[config.mk]
export PLATFORM = sky130hd
export DESIGN_NAME = rgb565_crossfade_dim_compositor_core
export DESIGN_NICKNAME = d
export VERILOG_FILES = /design/src/rtl/rgbcf_pkg.sv /design/src/rtl/rgb565_crossfade_dim_compositor_core.sv
export SDC_FILE = /design/constraint.sdc
export NUM_CORES = 2
export LEC_CHECK = 0
export ABC_AREA = 1
export BUFFER_PORTS_ARGS = -buffer_cell sky130_fd_sc_hd__clkbuf_2
export CAP_MARGIN = 25
export CORE_MARGIN = 5
export CORE_UTILIZATION = 45
export DETAILED_ROUTE_END_ITERATION = 7
export PLACE_DENSITY_LB_ADDON = 0.05
export SLEW_MARGIN = 40
export SYNTH_ARGS = -nofsm -noshare
export SYNTH_HDL_FRONTEND = slang
export SYNTH_SLANG_ARGS = --single-unit
[constraint.sdc]
create_clock -name clk_i -period 23.9 [get_ports clk_i]
set_input_delay 4.78 -clock clk_i [delete_from_list [all_inputs] [get_ports clk_i]]
set_output_delay 4.78 -clock clk_i [all_outputs]
set_load 0.05 [all_outputs]
[src/rtl/rgbcf_pkg.sv]
// Package for the RGB565 cross-fade and dim compositor.
// Holds the transaction structs, register codes, constants and arithmetic helpers.
// Depends on nothing.
package rgbcf_pkg;

  typedef struct packed {
    logic [5:0]  column;
    logic [5:0]  row;
    logic [15:0] front_pixel;
    logic [15:0] target_pixel;
  } pix_in_t;

  typedef struct packed {
    logic [5:0] out_column;
    logic [5:0] out_row;
    logic [7:0] red;
    logic [7:0] green;
    logic [7:0] blue;
  } pix_out_t;

  localparam int unsigned CFG_IDX_W  = 2;
  localparam int unsigned CFG_DATA_W = 8;
  localparam int unsigned NUM_STAGES = 5;

  localparam logic [CFG_IDX_W-1:0] REG_BLEND_ENABLE     = 2'd0;
  localparam logic [CFG_IDX_W-1:0] REG_CROSSFADE_AMOUNT = 2'd1;
  localparam logic [CFG_IDX_W-1:0] REG_DIM_LEVEL        = 2'd2;

  localparam logic [7:0]  DIM_RESET      = 8'd255;
  localparam logic [7:0]  FULL_SCALE     = 8'd255;
  localparam logic [5:0]  GRAD_START_ROW = 6'd39;
  localparam logic [7:0]  GRAD_TOP       = 8'd238;
  localparam logic [7:0]  GRAD_FLOOR     = 8'd35;
  localparam logic [15:0] ROUND_HALF     = 16'd127;
  localparam logic [15:0] RECIP_255      = 16'h8081;
  localparam logic [13:0] RECIP_31       = 14'd8457;
  localparam logic [14:0] RECIP_63       = 15'd16645;

  // Widens a 5-bit channel to floor(c * 255 / 31) by reciprocal multiplication.
  function automatic logic [7:0] widen5(input logic [4:0] c);
    logic [12:0] x;
    logic [26:0] p;
    x = 13'(c) * 13'(FULL_SCALE);
    p = 27'(x) * 27'(RECIP_31);
    return p[25:18];
  endfunction

  // Widens a 6-bit channel to floor(c * 255 / 63) by reciprocal multiplication.
  function automatic logic [7:0] widen6(input logic [5:0] c);
    logic [13:0] x;
    logic [28:0] p;
    x = 14'(c) * 14'(FULL_SCALE);
    p = 29'(x) * 29'(RECIP_63);
    return p[27:20];
  endfunction

  // Exact floor(t / 255) for 16-bit t up to 65279, where the quotient fits 8 bits.
  function automatic logic [7:0] div255(input logic [15:0] t);
    logic [31:0] p;
    p = 32'(t) * 32'(RECIP_255);
    return p[30:23];
  endfunction

  // Lower-third brightness gradient.
  function automatic logic [7:0] gradient(input logic [5:0] row);
    logic [5:0] d;
    logic [7:0] drop;
    logic [7:0] g;
    d    = row - GRAD_START_ROW;
    drop = {d[4:0], 3'b000};
    if (row < GRAD_START_ROW) begin
      g = FULL_SCALE;
    end else if (drop >= (GRAD_TOP - GRAD_FLOOR)) begin
      g = GRAD_FLOOR;
    end else begin
      g = GRAD_TOP - drop;
    end
    return g;
  endfunction

endpackage

[src/rtl/rgb565_crossfade_dim_compositor_core.sv]
// Top level of the RGB565 cross-fade and dim compositor.
// A five-stage pipeline; uses rgbcf_pkg for types, constants and arithmetic helpers.
//
// Usage:
// Pixels enter on in_data_i with in_valid_i; a transaction completes on a rising
// edge with in_valid_i high and in_stall_o low. Composited pixels leave on
// out_data_o with out_valid_o and complete when out_stall_i is low.
// One transaction per cycle goes in and one comes out while out_stall_i is low.
// A transaction passes five register stages: channel widening, cross-fade
// products, divide by 255, level scaling, and the final divide by 255 into the
// output register. out_valid_o rises once the transaction reaches the output
// register, and the result leaves at the first later edge with out_stall_i low.
// When the receiver stalls, the output register holds its transaction and the
// stages behind it keep filling empty slots, so in_stall_o rises only once the
// whole pipeline is full.
// Registers are written through cfg_we_i, cfg_idx_i and cfg_wdata_i; an index beyond
// the list is ignored. Write only while the pipeline is empty; this is not enforced.
// Reset empties the pipeline and restores blend off, amount 0 and dim 255.
module rgb565_crossfade_dim_compositor_core (
  input  logic                                clk_i,
  input  logic                                rst_ni,
  input  logic                                in_valid_i,
  output logic                                in_stall_o,
  input  rgbcf_pkg::pix_in_t                  in_data_i,
  output logic                                out_valid_o,
  input  logic                                out_stall_i,
  output rgbcf_pkg::pix_out_t                 out_data_o,
  input  logic                                cfg_we_i,
  input  logic [rgbcf_pkg::CFG_IDX_W-1:0]     cfg_idx_i,
  input  logic [rgbcf_pkg::CFG_DATA_W-1:0]    cfg_wdata_i
);

  logic       blend_en_q;
  logic [7:0] xfade_q;
  logic [7:0] dim_q;

  logic [rgbcf_pkg::NUM_STAGES-1:0] valid_q;
  logic [rgbcf_pkg::NUM_STAGES-1:0] valid_d;
  logic [rgbcf_pkg::NUM_STAGES-1:0] en;

  logic [5:0]  s1_col_q, s1_row_q;
  logic [7:0]  s1_fr_q, s1_fg_q, s1_fb_q, s1_tr_q, s1_tg_q, s1_tb_q;
  logic [7:0]  s1_amt_q, s1_grad_q, s1_dim_q;

  logic [5:0]  s2_col_q, s2_row_q;
  logic [15:0] s2_r_q, s2_g_q, s2_b_q, s2_lvl_q;

  logic [5:0]  s3_col_q, s3_row_q;
  logic [7:0]  s3_r_q, s3_g_q, s3_b_q, s3_lvl_q;

  logic [5:0]  s4_col_q, s4_row_q;
  logic [15:0] s4_r_q, s4_g_q, s4_b_q;

  rgbcf_pkg::pix_out_t out_q;
  logic [7:0]          s2_inv_amt;

  always_ff @(posedge clk_i or negedge rst_ni) begin
    if (!rst_ni) begin
      blend_en_q <= 1'b0;
      xfade_q    <= '0;
      dim_q      <= rgbcf_pkg::DIM_RESET;
    end else if (cfg_we_i) begin
      unique case (cfg_idx_i)
        rgbcf_pkg::REG_BLEND_ENABLE:     blend_en_q <= cfg_wdata_i[0];
        rgbcf_pkg::REG_CROSSFADE_AMOUNT: xfade_q    <= cfg_wdata_i;
        rgbcf_pkg::REG_DIM_LEVEL:        dim_q      <= cfg_wdata_i;
        default: begin
        end
      endcase
    end
  end

  // A stage may load when it is empty or when the stage after it moves on.
  always_comb begin
    en[rgbcf_pkg::NUM_STAGES-1] = !valid_q[rgbcf_pkg::NUM_STAGES-1] || !out_stall_i;
    for (int k = rgbcf_pkg::NUM_STAGES - 2; k >= 0; k--) begin
      en[k] = !valid_q[k] || en[k+1];
    end
    valid_d[0] = en[0] ? in_valid_i : valid_q[0];
    for (int k = 1; k < rgbcf_pkg::NUM_STAGES; k++) begin
      valid_d[k] = en[k] ? valid_q[k-1] : valid_q[k];
    end
  end

  always_ff @(posedge clk_i or negedge rst_ni) begin
    if (!rst_ni) begin
      valid_q <= '0;
    end else begin
      valid_q <= valid_d;
    end
  end

  assign s2_inv_amt = rgbcf_pkg::FULL_SCALE - s1_amt_q;

  always_ff @(posedge clk_i) begin
    if (en[0]) begin
      s1_col_q  <= in_data_i.column;
      s1_row_q  <= in_data_i.row;
      s1_fr_q   <= rgbcf_pkg::widen5(in_data_i.front_pixel[15:11]);
      s1_fg_q   <= rgbcf_pkg::widen6(in_data_i.front_pixel[10:5]);
      s1_fb_q   <= rgbcf_pkg::widen5(in_data_i.front_pixel[4:0]);
      s1_tr_q   <= rgbcf_pkg::widen5(in_data_i.target_pixel[15:11]);
      s1_tg_q   <= rgbcf_pkg::widen6(in_data_i.target_pixel[10:5]);
      s1_tb_q   <= rgbcf_pkg::widen5(in_data_i.target_pixel[4:0]);
      s1_amt_q  <= blend_en_q ? xfade_q : 8'd0;
      s1_grad_q <= rgbcf_pkg::gradient(in_data_i.row);
      s1_dim_q  <= dim_q;
    end
    if (en[1]) begin
      s2_col_q <= s1_col_q;
      s2_row_q <= s1_row_q;
      s2_r_q   <= 16'(s1_fr_q) * 16'(s2_inv_amt) + 16'(s1_tr_q) * 16'(s1_amt_q)
                  + rgbcf_pkg::ROUND_HALF;
      s2_g_q   <= 16'(s1_fg_q) * 16'(s2_inv_amt) + 16'(s1_tg_q) * 16'(s1_amt_q)
                  + rgbcf_pkg::ROUND_HALF;
      s2_b_q   <= 16'(s1_fb_q) * 16'(s2_inv_amt) + 16'(s1_tb_q) * 16'(s1_amt_q)
                  + rgbcf_pkg::ROUND_HALF;
      s2_lvl_q <= 16'(s1_dim_q) * 16'(s1_grad_q) + rgbcf_pkg::ROUND_HALF;
    end
    if (en[2]) begin
      s3_col_q <= s2_col_q;
      s3_row_q <= s2_row_q;
      s3_r_q   <= rgbcf_pkg::div255(s2_r_q);
      s3_g_q   <= rgbcf_pkg::div255(s2_g_q);
      s3_b_q   <= rgbcf_pkg::div255(s2_b_q);
      s3_lvl_q <= rgbcf_pkg::div255(s2_lvl_q);
    end
    if (en[3]) begin
      s4_col_q <= s3_col_q;
      s4_row_q <= s3_row_q;
      s4_r_q   <= 16'(s3_r_q) * 16'(s3_lvl_q) + rgbcf_pkg::ROUND_HALF;
      s4_g_q   <= 16'(s3_g_q) * 16'(s3_lvl_q) + rgbcf_pkg::ROUND_HALF;
      s4_b_q   <= 16'(s3_b_q) * 16'(s3_lvl_q) + rgbcf_pkg::ROUND_HALF;
    end
    if (en[4]) begin
      out_q.out_column <= s4_col_q;
      out_q.out_row    <= s4_row_q;
      out_q.red        <= rgbcf_pkg::div255(s4_r_q);
      out_q.green      <= rgbcf_pkg::div255(s4_g_q);
      out_q.blue       <= rgbcf_pkg::div255(s4_b_q);
    end
  end

  assign in_stall_o  = !en[0];
  assign out_valid_o = valid_q[rgbcf_pkg::NUM_STAGES-1];
  assign out_data_o  = out_q;

  // An empty output register never blocks the input side.
  a_no_stall_when_drained: assert property (
    @(posedge clk_i) disable iff (!rst_ni) !out_valid_o |-> !in_stall_o
  ) else $error("input stalled while the output register is empty");

  // An accepted transaction always lands in the first stage.
  a_accept_fills_stage1: assert property (
    @(posedge clk_i) disable iff (!rst_ni) (in_valid_i && !in_stall_o) |=> valid_q[0]
  ) else $error("accepted transaction was not captured");

  // With blending off, the cross-fade weight captured is zero.
  a_blend_off_zero_amt: assert property (
    @(posedge clk_i) disable iff (!rst_ni) (en[0] && !blend_en_q) |=> (s1_amt_q == 8'd0)
  ) else $error("cross-fade weight nonzero while blending is disabled");

  // Rows above the gradient start get full brightness.
  a_top_rows_full: assert property (
    @(posedge clk_i) disable iff (!rst_ni)
    (en[0] && (in_data_i.row < rgbcf_pkg::GRAD_START_ROW))
    |=> (s1_grad_q == rgbcf_pkg::FULL_SCALE)
  ) else $error("gradient below full scale above the lower third");

endmodule
# After elaboration in Yosys (flattened, before gate mapping)
# Index checks and enable logic that the tools add are counted.
dict set report op_classes {
  add_sub_neg 13
  mul 29
  div_mod_pow 0
  n_lt_le_gt_ge 2
  eq_ne 2
  shift 0
  n_mux 1
  bitwise_logic 0
  reduce_logical 17
}
# operator n
set op_table {}
lappend op_table {{16-bit by 16-bit multiplier with 31-bit output (second input constant)} 7}
lappend op_table {{8-bit by 8-bit multiplier with 16-bit output} 10}
lappend op_table {{16-bit by 7-bit adder with 16-bit output (second input constant)} 7}
lappend op_table {{13-bit by 14-bit multiplier with 26-bit output (second input constant)} 4}
lappend op_table {{14-bit by 15-bit multiplier with 28-bit output (second input constant)} 2}
lappend op_table {{5-bit by 8-bit multiplier with 13-bit output (second input constant)} 4}
lappend op_table {{16-bit adder} 3}
lappend op_table {{6-bit by 8-bit multiplier with 14-bit output (second input constant)} 2}
lappend op_table {{8-bit subtractor (first input constant)} 2}
lappend op_table {{8-bit >= comparator (second input constant)} 1}
lappend op_table {{8-bit two-way mux} 1}
lappend op_table {{1-bit logical NOT} 7}
lappend op_table {{6-bit < comparator (second input constant)} 1}
lappend op_table {{2-bit AND reduction} 3}
lappend op_table {{1-bit logical OR} 5}
lappend op_table {{5-bit by 3-bit subtractor with 5-bit output (second input constant)} 1}
lappend op_table {{2-bit by 1-bit equality test with 1-bit output (second input constant)} 1}
lappend op_table {{2-bit equality test (second input constant)} 1}
lappend op_table {{2-bit logical NOT} 1}
lappend op_table {{2-bit OR reduction} 1}
dict set report totals {
  ff_bits 322
  latchBits 0
  mem_bits_rw 0
  mem_bits_ro 0
  output_inout_bits 38
  memories 0
}

# Logic depth before layout (Yosys ltp)
dict set report depth {
  depth_word 7
  mapped_depth 38
  ltp_nobuf 38
}

# Worst setup path after synthesis
# Ideal clock, no wire load.
dict set report synth_timing {
  path_type {in2out}
  start {input port out_stall_i}
  end {output port in_stall_o}
  t_arrival_ns 9.920
  setup_slack_ns 9.200
  path_stages 8
  path_buffers 0
  path_cell_list {nand2_2 nor2_1 inv_1 nor2_1 inv_1 nor2_1 inv_1 nor2_1}
}
dict set report synth_via {
  elab_chain_len 7
}
# item line_no
set synth_lines {}
lappend synth_lines {{start: declaration} rgb565_crossfade_dim_compositor_core.sv:26} ;# input logic out_stall_i,
lappend synth_lines {{1-bit logical NOT} rgb565_crossfade_dim_compositor_core.sv:75} ;# en[rgbcf_pkg::NUM_STAGES-1] = !valid_q[rgbcf_pkg::NUM_STAGES-1] || !out_stall_i;
lappend synth_lines {{1-bit logical OR} rgb565_crossfade_dim_compositor_core.sv:75}
lappend synth_lines {{1-bit logical OR} rgb565_crossfade_dim_compositor_core.sv:77} ;# en[k] = !valid_q[k] || en[k+1];
lappend synth_lines {{named net en, one bit} rgb565_crossfade_dim_compositor_core.sv:39} ;# logic [rgbcf_pkg::NUM_STAGES-1:0] en;
lappend synth_lines {{1-bit logical OR} rgb565_crossfade_dim_compositor_core.sv:77}
lappend synth_lines {{named net en, one bit} rgb565_crossfade_dim_compositor_core.sv:39}
lappend synth_lines {{1-bit logical OR} rgb565_crossfade_dim_compositor_core.sv:77}
lappend synth_lines {{named net en, one bit} rgb565_crossfade_dim_compositor_core.sv:39}
lappend synth_lines {{1-bit logical OR} rgb565_crossfade_dim_compositor_core.sv:77}
lappend synth_lines {{1-bit logical NOT} rgb565_crossfade_dim_compositor_core.sv:144} ;# assign in_stall_o = !en[0];
lappend synth_lines {{end: declaration} rgb565_crossfade_dim_compositor_core.sv:23} ;# output logic in_stall_o,
# The timed path passes the listed nets, and every way through them passes these cells.

# Final worst setup path
dict set report layout_timing {
  start {input port out_stall_i}
  end {output port in_stall_o}
}
dict set report layout_via {
  elab_chain_len 7
}
# item line_no
set layout_lines {}
lappend layout_lines {{1-bit logical NOT} rgb565_crossfade_dim_compositor_core.sv:75}
lappend layout_lines {{1-bit logical OR} rgb565_crossfade_dim_compositor_core.sv:75}
lappend layout_lines {{named net en, one bit} rgb565_crossfade_dim_compositor_core.sv:39}
lappend layout_lines {{1-bit logical OR} rgb565_crossfade_dim_compositor_core.sv:77}
lappend layout_lines {{named net en, one bit} rgb565_crossfade_dim_compositor_core.sv:39}
lappend layout_lines {{1-bit logical OR} rgb565_crossfade_dim_compositor_core.sv:77}
lappend layout_lines {{named net en, one bit} rgb565_crossfade_dim_compositor_core.sv:39}
lappend layout_lines {{1-bit logical OR} rgb565_crossfade_dim_compositor_core.sv:77}
lappend layout_lines {{named net en, one bit} rgb565_crossfade_dim_compositor_core.sv:39}
lappend layout_lines {{1-bit logical OR} rgb565_crossfade_dim_compositor_core.sv:77}
lappend layout_lines {{1-bit logical NOT} rgb565_crossfade_dim_compositor_core.sv:144}
# The timed path passes the listed nets, and every way through them passes these cells.

==> impl_metrics.py <==
metrics = {
    "outcome": {
        "outcome": "complete, no violations",
    },
    "yosys": {
        "yosys_register_bits": 321,
        "ys.flop_type": "edfxtp_1",
        "ys_top_cells_by_area": "ha_1, fa_1, edfxtp_1",
        "syn_inst": 7248,
        "synth.top_cell.area_share_pct": 26.6,
        "ys_types": 49,
        "syn_nets": 9165,
        "synth_edf_count": 299,
        "ys_async_sr_fraction_pct": 6.85,
        "yosys_warnings": 0,
        "yosys.area.top_type": "ha_1",
        "synthesis.area_sq_um": 59200,
        "ys_seq_area_share_pct": 16.1,
        "syn_avg_cell_area_sq_um": 8.17,
    },
    "sta": {
        "fin_worst_skew_ns": 0.0220,
        "worst_pin_slew_ns": 0.756,
        "hold_violations": 0,
        "finalSetupTns_ns": 0,
        "max_freq_ghz": 0.0825,
        "fin_crit_ns": 12.12,
        "finalMaxSlewViolations": 0,
        "setup_viol": 0,
        "rsz0062_at_grt": "false",
        "slew_headroom_pct": 49.6,
        "fin_crit_sh_pct": 50.7,
    },
    "clock_network": {
        "cts_tree": "built",
        "clock_path_buffers": 3,
        "cts_setup_buffers": 0,
        "cts_root_buf": "clkbuf_16",
        "cts_made_buffers": 42,
        "path_clk_slew_ns": 0.06,
        "clock_latency_ns": 0.62,
        "cts.sinks": 321,
        "htree_levels": 2,
        "ctsHoldBuffers": 0,
        "cts_resized": 0,
    },
    "routing": {
        "vias": 45700,
        "wl_um": 137000,
        "drc_errors": 0,
        "via_per_inst": 5.03,
        "ant_nets": 0,
        "firstDrtPassIters": 5,
        "avgRoutedWirePerCell_um": 15.1,
        "drt_iter0_markers": 2144,
    },
    "setup_path": {
        "crit_arrival_ns": 7.34,
        "endpoint_kind": "output port",
        "critPathRequiredTime_ns": 19.12,
        "startpoint_type": "input port",
        "worstSetupPathType": "in2out",
        "crit_fanout": 62,
    },
    "global_route": {
        "grt_pass1_vias": 47000,
        "grt_usage_pct": 19.9,
        "antenna_found_initial": 0,
        "grt_pass1_wl_um": 232000,
        "globalRouteOverflowTotal": 0,
        "grt_max_degree": 67,
    },
    "die": {
        "core_sq_um": 131000,
        "initial_core_util_pct": 45.2,
        "io_pins": 97,
        "placement_rows": 133,
        "dieArea_sq_um": 139000,
        "fp.dieW_um": 373,
        "fp.dieH_um": 373,
    },
    "layout": {
        "area_delta_synth_final_pct": 6.56,
        "diodes": 0,
        "layout-drive-gt1-share_pct": 3.25,
        "finalNetCount": 9210,
    },
    "min_path": {
        "hold_class": "reg2reg",
    },
    "placed_design": {
        "routabilityCongestion": 0.874,
        "dp_hpwl_um": 118000,
        "numPortBuffers": 96,
    },
    "flow_run": {
        "cap_violations": 0,
    },
}
per-stage QoR:
step | hold slack [ns] | instance area [sq um] | cells | worst slack, ns | util [%]
global placement | 0.403 | 61600 | 8996 | 11.18 | 47.0
floorplan | 0.400 | 59200 | 7248 | 9.20 | -
detailed placement | 0.405 | 61700 | 9004 | 11.50 | 47.0
finish | 0.419 | 63100 | 9082 | 11.78 | 48.1
CTS | 0.419 | 63100 | 9082 | 11.47 | 48.1
global route | 0.424 | 63100 | 9082 | 11.44 | 48.1
cell families after synthesis:
family	count (synthesis)	share of synthesized area, %
adders and majority gates	1858	46.8
DFF	321	16.1
and+or+nand+nor	2693	18.4
AOI/OAI and AO/OA	670	6.35
xor gates and xnor gates	171	2.53
buffers and inverters	1535	9.77
registers in the layout, summed over array words and instances, names as in the netlist, 16 cells and up:
signal	count
s2_g_q	16
s2_lvl_q	16
s2_r_q	16
out_data_o	36
s4_r_q	16
s4_g_q	16
s2_b_q	16
s4_b_q	16
cells in the mapped netlist, types with 3 or more instances:
cell type / n
o21a_1: 14
nand4_1: 85
nor2_1: 535
buf_2: 7
inv_1: 1414
clkinv_1: 3
nand3_2: 3
or2_1: 5
a31o_2: 3
o31ai_1: 8
a21boi_0: 16
edfxtp_1: 299
nand2_1: 1695
nor3_1: 51
a31oi_1: 20
xor2_1: 115
nor3_2: 9
clkbuf_2: 12
nor2_2: 6
clkbuf_1: 88
xnor2_1: 56
o211ai_1: 4
nand3b_1: 12
fa_1: 598
and2_1: 7
a21o_1: 40
o21bai_1: 48
a21oi_1: 321
buf_1: 9
ha_1: 1260
dfrtp_1: 14
o21ai_1: 8
o21ai_0: 178
dfstp_2: 8
nand3_1: 271
nand2_2: 8
placed cells by master, fill, tap and decap left out, types with 5 or more instances in the layout:
cell	netlist	final
inv_1	1414	1410
buf_6	0	10
nor2_1	535	535
clkinv_2	0	7
o21ai_0	178	178
nand2_2	8	8
clkbuf_16	0	44
o21a_1	14	14
a21oi_1	321	321
dfrtp_1	14	14
clkbuf_2	12	96
o31ai_1	8	8
a21boi_0	16	16
and2_1	7	7
clkinv_1	3	7
o21ai_1	8	8
nor3_2	9	9
xor2_1	115	115
buf_4	1	12
dfstp_2	8	8
ha_1	1260	1260
nand3_1	271	271
a31oi_1	20	20
nor3_1	51	51
nand2_1	1695	1695
edfxtp_1	299	299
fa_1	598	598
or2_1	5	5
clkinv_4	0	6
a21o_1	40	40
nand3b_1	12	12
nand4_1	85	85
xnor2_1	56	56
o21bai_1	48	48
nor2_2	6	6
layout make-up:
| cell class | count | area [sq um] |
|---|---|---|
| tap | 1755 | 2200 |
| timing repair buffer | 118 | 683 |
| clock buffer | 46 | 1120 |
| sequential | 321 | 9540 |
| multi-input combinational | 5392 | 43900 |
| fill | 13100 | 68000 |
| inverter | 1418 | 5330 |
| clock inverter | 32 | 349 |
layer usage:
layer | vias to the layer above | GRT usage (%) | wire length (um)
met3 | 158 | 1.98 | 4310
met2 | 675 | 35.4 | 66100
li1 | 23200 | - | -
met5 | - | 0 | 0
met1 | 21700 | 26.5 | 63800
met4 | 0 | 4.25 | 3040
worst paths after layout:
path                        startpoint              to  slack [ns]  depth (start not counted)
min                        s4_col_q[3]  out_data_o[33]        0.42                          0
max                        out_stall_i      in_stall_o       11.78                         12
max in group asynchronous       rst_ni      xfade_q[2]       19.30                          1
min in group asynchronous       rst_ni      valid_q[4]        4.17                          1
min reg2reg                s4_col_q[3]  out_data_o[33]        0.42                          0
max reg2reg                s1_amt_q[4]      s2_b_q[12]       17.45                         18
worst max-delay path, cell delays in order:
cell and delay [ns]:
clkbuf_2 0.09, nand2_2 0.04, buf_4 0.47, nor2_1 0.11, inv_2 0.08, buf_6 0.46, nor2_1 0.15, inv_4 0.46
nor2_1 0.11, clkinv_2 0.20, nor2_1 0.12, clkbuf_2 0.25
Power is not shown: default switching activity piles up to over one toggle a cycle in this logic, so the estimate is an artifact.
